### src/hdl/ccv_pkg.sv
// ccv_pkg: shared types, constants and helper functions of the coordinate converter
// no dependencies; used by every module under hdl
package ccv_pkg;

  localparam int CORDIC_ITERATIONS_DEF = 24;
  localparam int GUARD_BITS            = 24;
  localparam int DW                    = 64;
  localparam int ZW                    = 40;
  localparam int QDEPTH                = 2;

  localparam logic [31:0]          INV_GAIN_Q32 = 32'h9B74EDA8;
  localparam logic signed [ZW-1:0] PI_Q32       = 40'sd13493037704;
  localparam logic signed [ZW-1:0] HALF_PI_Q32  = 40'sd6746518852;
  localparam logic signed [ZW-1:0] TWO_PI_Q32   = 40'sd26986075408;

  typedef enum logic [2:0] {
    OP_CART_CYL = 3'd0,
    OP_CART_SPH = 3'd1,
    OP_CYL_CART = 3'd2,
    OP_CYL_SPH  = 3'd3,
    OP_SPH_CART = 3'd4,
    OP_SPH_CYL  = 3'd5
  } op_t;

  typedef struct packed {
    logic [2:0]         operation;
    logic signed [31:0] in_first;
    logic signed [31:0] in_second;
    logic signed [31:0] in_third;
  } in_t;

  typedef struct packed {
    logic signed [31:0] out_first;
    logic signed [31:0] out_second;
    logic signed [31:0] out_third;
    logic               degenerate;
    logic               saturated;
  } out_t;

  // classified request as it sits in the queue
  typedef struct packed {
    op_t                op;
    logic               p1_vec;
    logic               p1_use_c;
    logic               p2_vec;
    logic signed [31:0] a;
    logic signed [31:0] b;
    logic signed [31:0] c;
  } q_item_t;

  // side data riding along the first cordic pass
  typedef struct packed {
    op_t                op;
    logic               p2_vec;
    logic signed [31:0] a;
    logic signed [31:0] b;
    logic signed [31:0] c;
  } s1_t;

  // side data riding along the second cordic pass
  typedef struct packed {
    op_t                op;
    logic signed [31:0] b;
    logic signed [31:0] c;
    logic signed [DW-1:0] p;
    logic signed [DW-1:0] q;
  } s2_t;

  function automatic logic signed [ZW-1:0] arc_step(input int i);
    logic signed [ZW-1:0] res;
    case (i)
      0:  res = 40'sd3373259426;
      1:  res = 40'sd1991351318;
      2:  res = 40'sd1052175346;
      3:  res = 40'sd534100635;
      4:  res = 40'sd268086748;
      5:  res = 40'sd134206831;
      6:  res = 40'sd67103403;
      7:  res = 40'sd33553749;
      8:  res = 40'sd16777131;
      9:  res = 40'sd8388597;
      10: res = 40'sd4194303;
      default: begin
        if (i <= 32) res = 40'sd1 <<< (32 - i);
        else         res = '0;
      end
    endcase
    return res;
  endfunction

  // round half up to the output grid and clip; bit 32 flags the clip
  function automatic logic [32:0] coord_out(input logic signed [DW-1:0] v);
    logic signed [DW-1:0] t;
    logic [32:0]          res;
    t = (v + (64'sd1 <<< (GUARD_BITS - 1))) >>> GUARD_BITS;
    if (t > 64'sd2147483647)       res = {1'b1, 32'h7FFFFFFF};
    else if (t < -64'sd2147483648) res = {1'b1, 32'h80000000};
    else                           res = {1'b0, t[31:0]};
    return res;
  endfunction

  function automatic logic [31:0] angle_out(input logic signed [DW-1:0] z);
    logic signed [DW-1:0] t;
    t = (z + 64'sd8) >>> 4;
    return t[31:0];
  endfunction

endpackage

### src/hdl/ccv_front.sv
// ccv_front: request capture, operation classification and a short request queue
// depends on ccv_pkg
module ccv_front (
  input  logic              clk,
  input  logic              rst_n,
  input  logic              start,
  input  ccv_pkg::in_t      in_req,
  output logic              busy,
  input  logic              pop,
  output logic              head_valid,
  output ccv_pkg::q_item_t  head
);

  localparam int PW = $clog2(ccv_pkg::QDEPTH);
  localparam int CW = $clog2(ccv_pkg::QDEPTH + 1);

  logic              acc_valid_r, acc_valid_nxt;
  ccv_pkg::q_item_t  acc_item_r;
  ccv_pkg::q_item_t  cls;
  ccv_pkg::q_item_t  q_mem [0:ccv_pkg::QDEPTH-1];
  logic [PW-1:0]     wptr_r, rptr_r;
  logic [CW-1:0]     cnt_r, cnt_nxt;
  logic              full, push, do_pop, accept;

  always_comb begin
    cls          = '0;
    cls.op       = ccv_pkg::op_t'(in_req.operation);
    cls.p1_vec   = (cls.op == ccv_pkg::OP_CART_CYL) || (cls.op == ccv_pkg::OP_CART_SPH);
    cls.p1_use_c = (cls.op == ccv_pkg::OP_SPH_CART) || (cls.op == ccv_pkg::OP_SPH_CYL);
    cls.p2_vec   = (cls.op == ccv_pkg::OP_CART_SPH) || (cls.op == ccv_pkg::OP_CYL_SPH);
    cls.a        = in_req.in_first;
    cls.b        = in_req.in_second;
    cls.c        = in_req.in_third;
  end

  assign full       = (cnt_r == CW'(ccv_pkg::QDEPTH));
  assign busy       = acc_valid_r && full;
  assign accept     = start && !busy;
  assign push       = acc_valid_r && !full;
  assign head_valid = (cnt_r != '0);
  assign do_pop     = pop && head_valid;
  assign head       = q_mem[rptr_r];

  always_comb begin
    acc_valid_nxt = acc_valid_r;
    if (accept)    acc_valid_nxt = 1'b1;
    else if (push) acc_valid_nxt = 1'b0;
    cnt_nxt = cnt_r + CW'(push) - CW'(do_pop);
  end

  always_ff @(posedge clk) begin
    if (!rst_n) begin
      acc_valid_r <= 1'b0;
      cnt_r       <= '0;
      wptr_r      <= '0;
      rptr_r      <= '0;
    end else begin
      acc_valid_r <= acc_valid_nxt;
      cnt_r       <= cnt_nxt;
      if (push)   wptr_r <= wptr_r + 1'b1;
      if (do_pop) rptr_r <= rptr_r + 1'b1;
    end
  end

  always_ff @(posedge clk) begin
    if (accept) acc_item_r <= cls;
    if (push)   q_mem[wptr_r] <= acc_item_r;
  end

endmodule

### config.mk
export PLATFORM = sky130hd
export DESIGN_NAME = ccv_front
export DESIGN_NICKNAME = d
export VERILOG_FILES = /design/src/hdl/ccv_pkg.sv /design/src/hdl/ccv_front.sv
export SDC_FILE = /design/constraint.sdc
export NUM_CORES = 1
export LEC_CHECK = 0
export BUFFER_PORTS_ARGS = -buffer_cell sky130_fd_sc_hd__buf_2
export CAP_MARGIN = 20
export CORE_ASPECT_RATIO = 0.7
export CORE_UTILIZATION = 49
export CTS_CLUSTER_SIZE = 16
export DETAILED_ROUTE_END_ITERATION = 7
export HOLD_SLACK_MARGIN = 0.03
export PLACE_DENSITY = 0.75
export SYNTH_ARGS = -nofsm -noshare
export SYNTH_HDL_FRONTEND = slang
export SYNTH_SLANG_ARGS = --single-unit
### constraint.sdc
create_clock -name clk -period 6.7 [get_ports clk]
set_input_delay 2.01 -clock clk [delete_from_list [all_inputs] [get_ports clk]]
set_output_delay 2.01 -clock clk [all_outputs]
set_load 0.1 [all_outputs]
==> flow_summary.yaml, run 1 <==
run_status:
  status: "complete, no violations"
synthesis:
  yosys-top-cells-area: "edfxtp_1, mux2_4, mux2_2"
  syn_nets: 556
  synth_area_um2: 11100
  avgSynthCellArea_um2: 24.5
  synthFlopType: "edfxtp_1"
  synth-edff-count: 306
  ys_ff_latch: 312
  synth_warnings: 0
  netlist_instances: 452
  yosysUniqueCellTypes: 26
  ys_seq_area_share_pct: 84.2
  yosys.area.top_type: "edfxtp_1"
  synth_most_common_cell: "edfxtp_1"
  synth_top_area_share_pct: 83.1
  async_flop_share_pct: 0
  synth_common_cells: "edfxtp_1, mux2_4, mux2_2"
cells_and_area:
  register_area_um2: 9310
  drive_gt1_share_pct: 52.2
  final_nets: 788
  final_cells: 991
  design_area_um2: 13400
  fillers: 1532
  area_growth_pct: 21.2
  multi_input_area_um2: 1660
global_routing:
  antenna_found_initial: 3
  grt_usage_pct: 15.9
  grt_pass1_vias: 5054
  grt_max_degree: 58
  grt_first_pass_wirelength_mm: 28.1
  grt-ovfl-total: 0
sta:
  grt_setup_unrepaired: "false"
  post-route-min-period_ps: 4710
  fin_skew_ps: 29.3
  slew_viol_final: 0
  fin_ws_ps: 1990
  worstMarginPinSlew_ps: 917
  maxSlewHeadroom_pct: 38.9
  final_hold_viol_count: 0
  tns_ps: 0
  max_freq_ghz: 0.212
  post-route-period-util_pct: 70.2
  setup_viol: 0
setup_path:
  cp_max_fo: 52
  worstPathArrival_ps: 2700
  r2r_cells: 3
  endpoint_kind: "primary output"
  reg2reg_slack_ps: 4210
  crit_required_ps: 4690
  cpLargestDelayFamily: "flip-flops"
  critical_path.reg2reg.endpoint: "q_mem[1][15]"
  cp_cell_sequence: "buf_12, mux2_2, buf_2"
  r2r_start: "cnt_r[0]"
  cpPeakStageDelay_ps: 930
  crit_type: "register to primary output"
  worstPathBufferInverterCount: 2
  critPathSlowestCell: "dfxtp_4"
  start_kind: "register"
floorplan:
  ioPinCount: 207
  start_util_pct: 50.5
  dieHeight_um: 128
  die_x_um: 182
  placementRows: 45
  die-area_um2: 23200
  core_area_um2: 21900
cts:
  cts_htree_levels: 1
  worstSkewPairLatency_ps: 540
  cts_sinks: 312
  cts_hold_buf: 0
  cts.path.max_buffers: 3
  post_cts_buffers: 0
  path_clk_slew_ps: 60
  postCtsResizedCells: 0
  cts_buffers: 29
  root_buffer: "clkbuf_16"
  cts_tree: "done"
placement:
  numPortBuffers: 206
  gp_congestion: 0.734
  placed_cell_area_um2: 12400
  dp_hpwl_mm: 11.4
  dp_cells: 935
  dp_slack_ps: 2560
route:
  drtPass1Iterations: 4
  wirelength_mm: 18.5
  via_per_inst: 5.02
  ant_nets: 0
  drtIter0Drc: 375
  vias: 4970
  routedWlPerCell_um: 18.7
  drc: 0
power_and_ir_drop:
  ir_drop_uv: 219
  leakagePower_nw: 4.98
  powerDensity_nw_per_um2: 397
  p_total_mw: 5.32
worst_hold_path:
  hold-path-cell-count: 0
  hp-class: "register to register"
  whs_endpoint: "q_mem[1][0]"
  min-delay-start: "acc_item_r[0]"
run:
  max-cap-violations: 0
[area by class of cell]
cell class | count | share of cell area (%)
Antenna cell | 2 | 0.0373
Sequential cell | 312 | 69.5
Clock inverter | 23 | 1.87
Inverter | 1 | 0.0280
Timing Repair Buffer | 212 | 8.12
Clock buffer | 31 | 5.47
Tap cell | 282 | 2.63
Multi-Input combinational cell | 128 | 12.4
[registers in the layout (all words and copies together) (netlist names), named ones only]
signal	cells
q_mem	204
acc_item_r	102
cnt_r	2
acc_valid_r	1
rptr_r	1
wptr_r	1
[worst max path at each step]
stage | end | slack [ps] | cells after the start
floorplan | acc_item_r[0] | -320 | 1
CTS | head[79] | 1970 | 3
global placement | head[79] | 2580 | 3
global route | head[79] | 1880 | 3
detailed placement | head[79] | 2560 | 3
finish | head[79] | 1990 | 3
[where the power goes]
part	total [mW]	internal (mW)	switching [mW]
logic	1.30	0.288	1.01
registers	2.35	2.28	0.0750
clock network	1.67	0.987	0.683
[stage by stage]
step                hold WS [ps]  utilization [%]
floorplan                    421                -
global placement             422             56.7
detailed placement           430             56.7
CTS                          443             61.2
global route                 447             61.2
finish                       441             61.2
[layout by cell type (no fill, tap or decap), types with 4 or more instances in the layout]
master / instances
nor2b_1: 4
mux2_4: 80
buf_2: 206
clkinv_2: 8
edfxtp_1: 306
buf_4: 5
clkinv_1: 5
clkbuf_16: 29
mux2_2: 22
bufinv_16: 5
dfxtp_1: 5
[cells by family (layout without fill, tap and decap cells)]
kind of cell,Yosys count,after routing,share of synthesized area [%]
fa+ha+maj,1,1,0.113
other cells,0,2,0
mux,103,103,13.2
simple gates,16,16,0.883
xor+xnor,1,1,0.0792
buf+inv,12,267,1.01
flops,312,312,84.2
compound gates,7,7,0.543
[layer usage]
metal / vias to the layer above / global-route usage (%) / share of wire [%]
met5: - / 0 / 0.13
met4: 4 / 4.09 / 2.2
met3: 40 / 4.66 / 8.3
met2: 204 / 24.4 / 44
met1: 2445 / 22.6 / 45
li1: 2277 / - / -
Note: power is estimated with default switching activity, not from simulation.
==> run 2, diff against run 1 <==
--- a/config.mk
+++ b/config.mk
@@ -5,6 +5,7 @@
 export SDC_FILE = /design/constraint.sdc
 export NUM_CORES = 1
 export LEC_CHECK = 0
+export ABC_AREA = 1
 export BUFFER_PORTS_ARGS = -buffer_cell sky130_fd_sc_hd__buf_2
 export CAP_MARGIN = 20
 export CORE_ASPECT_RATIO = 0.7
==> constraint.sdc (replaced) <==
create_clock -name clk -period 4.3 [get_ports clk]
set_input_delay 1.29 -clock clk [delete_from_list [all_inputs] [get_ports clk]]
set_output_delay 1.29 -clock clk [all_outputs]
set_load 0.1 [all_outputs]
==> run 2 against run 1 <==
  * Synthesized cell count rose by 2.9%
  * First-iteration DRC count down 8.0%
  * Register-to-register slack lost 1900 ps
  * Largest power group unchanged
==> flow_summary.yaml, run 2 <==
cells_and_area:
  fillers: 1565
  multi_input_area_um2: 1590
  drive_gt1_share_pct: 50.1
  area_growth_pct: 20.5
  layout_common_cells: "edfxtp_1, buf_2, mux2_4"
  final_common_cell: "edfxtp_1"
  top_regs: "q_mem x204, acc_item_r x102, cnt_r x2"
  final_nets: 802
  registers.top_by_ff_count: "q_mem"
  register_area_um2: 9310
  largest_reg_flops: 204
floorplan:
  die_x_um: 181
  dieHeight_um: 128
  start_util_pct: 50.4
  placementRows: 45
  die-area_um2: 23100
  core_area_um2: 21900
  ioPinCount: 207
sta:
  fin_ws_ps: 769
  grt_setup_unrepaired: "false"
  max_freq_ghz: 0.283
  maxSlewHeadroom_pct: 44.3
  setup_viol: 0
  worstMarginPinSlew_ps: 835
  slew_viol_final: 0
  tns_ps: 0
  fin_skew_ps: 10.9
  post-route-min-period_ps: 3530
  post-route-period-util_pct: 82.1
  final_hold_viol_count: 0
synthesis:
  yosysUniqueCellTypes: 15
  async_flop_share_pct: 0
  yosys-top-cells-area: "edfxtp_1, mux2_4, mux2_2"
  synth_most_common_cell: "edfxtp_1"
  synth_common_cells: "edfxtp_1, mux2_4, mux2_2"
  synth_top_area_share_pct: 83.3
  netlist_instances: 465
  ys_ff_latch: 312
  syn_nets: 569
  synth_warnings: 0
  synthFlopType: "edfxtp_1"
  synth-edff-count: 306
  synth_area_um2: 11000
  ys_seq_area_share_pct: 84.3
  avgSynthCellArea_um2: 23.7
  yosys.area.top_type: "edfxtp_1"
setup_path:
  crit_type: "register to primary output"
  cpLargestDelayFamily: "buffers and inverters"
  start_kind: "register"
  critPathSlowestCell: "dfxtp_4"
  worstPathBufferInverterCount: 2
  crit_required_ps: 3010
  endpoint_kind: "primary output"
  cpPeakStageDelay_ps: 530
  cp_max_fo: 60
  reg2reg_slack_ps: 2350
  worstPathArrival_ps: 2240
  cp_cell_sequence: "buf_12, mux2_2, buf_2"
power_and_ir_drop:
  ir_drop_uv: 448
  leakagePower_nw: 4.99
  powerDensity_nw_per_um2: 703
global_routing:
  grt_max_degree: 61
  grt_usage_pct: 16.2
  antenna_found_initial: 5
  grt_first_pass_wirelength_mm: 28.4
  grt-ovfl-total: 0
  grt_pass1_vias: 5051
route:
  drc: 0
  ant_nets: 0
  routedWlPerCell_um: 18.7
  vias: 4954
  drtPass1Iterations: 4
  drtIter0Drc: 345
  wirelength_mm: 18.8
  via_per_inst: 4.93
cts:
  root_buffer: "clkbuf_16"
  cts.path.max_buffers: 3
  path_clk_slew_ps: 60
  cts_hold_buf: 0
  cts_tree: "done"
  post_cts_buffers: 0
  cts_sinks: 312
  cts_htree_levels: 1
  worstSkewPairLatency_ps: 530
  postCtsResizedCells: 0
  cts_buffers: 29
placement:
  dp_slack_ps: 1320
  numPortBuffers: 206
  dp_hpwl_mm: 11.9
  gp_congestion: 0.784
run_status:
  status: "complete, no violations"
worst_hold_path:
  hp-class: "register to register"
run:
  max-cap-violations: 0
## run 2: cell count changes in the layout (fill, tap and decap cells not counted), moves of 3 or more
cell / before / now
clkbuf_8: 0 / 3
nand2_1: 1 / 10
nor2b_1: 4 / 0
o21a_1: 3 / 0
clkbuf_1: 2 / 6
nor2_1: 3 / 11
inv_1: 1 / 10
bufinv_16: 5 / 0
## run 2: metrics by stage
stage	instances	utilization, %	hold slack [ps]	instance area [um^2]	total power [mW]
after floorplan	465	-	421	11000	6.67
final	1005	60.7	443	13300	9.34
after detailed placement	949	56.7	429	12400	7.08
after global placement	949	56.7	422	12400	7.03
after CTS	1002	60.7	444	13300	9.43
after global routing	1003	60.7	451	13300	9.63
## run 2: path summary, 6_finish.rpt
check | start | endpoint | cells past startpoint
hold reg to reg | acc_item_r[37] | q_mem[1][37] | 0
hold / removal | acc_item_r[37] | q_mem[1][37] | 0
setup / recovery | register | head[78] | 3
setup reg to reg | cnt_r[0] | acc_item_r[6] | 5
## run 2: logic make-up after synthesis
group / Yosys count / share of synthesized area [%]
AOI/OAI and AO/OA: 3 / 0.159
buffers and inverters: 22 / 1.35
xor gates and xnor gates: 1 / 0.0794
and+or+nand+nor: 24 / 0.828
muxes: 102 / 13.1
DFF: 312 / 84.3
adders and majority gates: 1 / 0.113
## run 2: where the power goes
group          switching [mW]  internal [mW]
Clock                    1.05           1.29
Sequential              0.120           3.71
Combinational            2.52          0.653
## run 2: area by class of cell
class / count / area share, %
clock inverter: 15 / 0.640
clock buffer: 38 / 5.94
sequential: 312 / 70.1
antenna: 3 / 0.0565
multi-input combinational: 131 / 12.0
inverter: 11 / 0.329
timing repair buffer: 213 / 8.34
tap: 282 / 2.65
## run 2: metal layers
layer	GRT usage (%)	vias to the layer above	wire (um)
li1	-	2294	-
met1	22.3	2415	8360
met2	25.4	204	8400
met3	5.02	37	1600
met4	3.74	4	403
met5	0	-	22
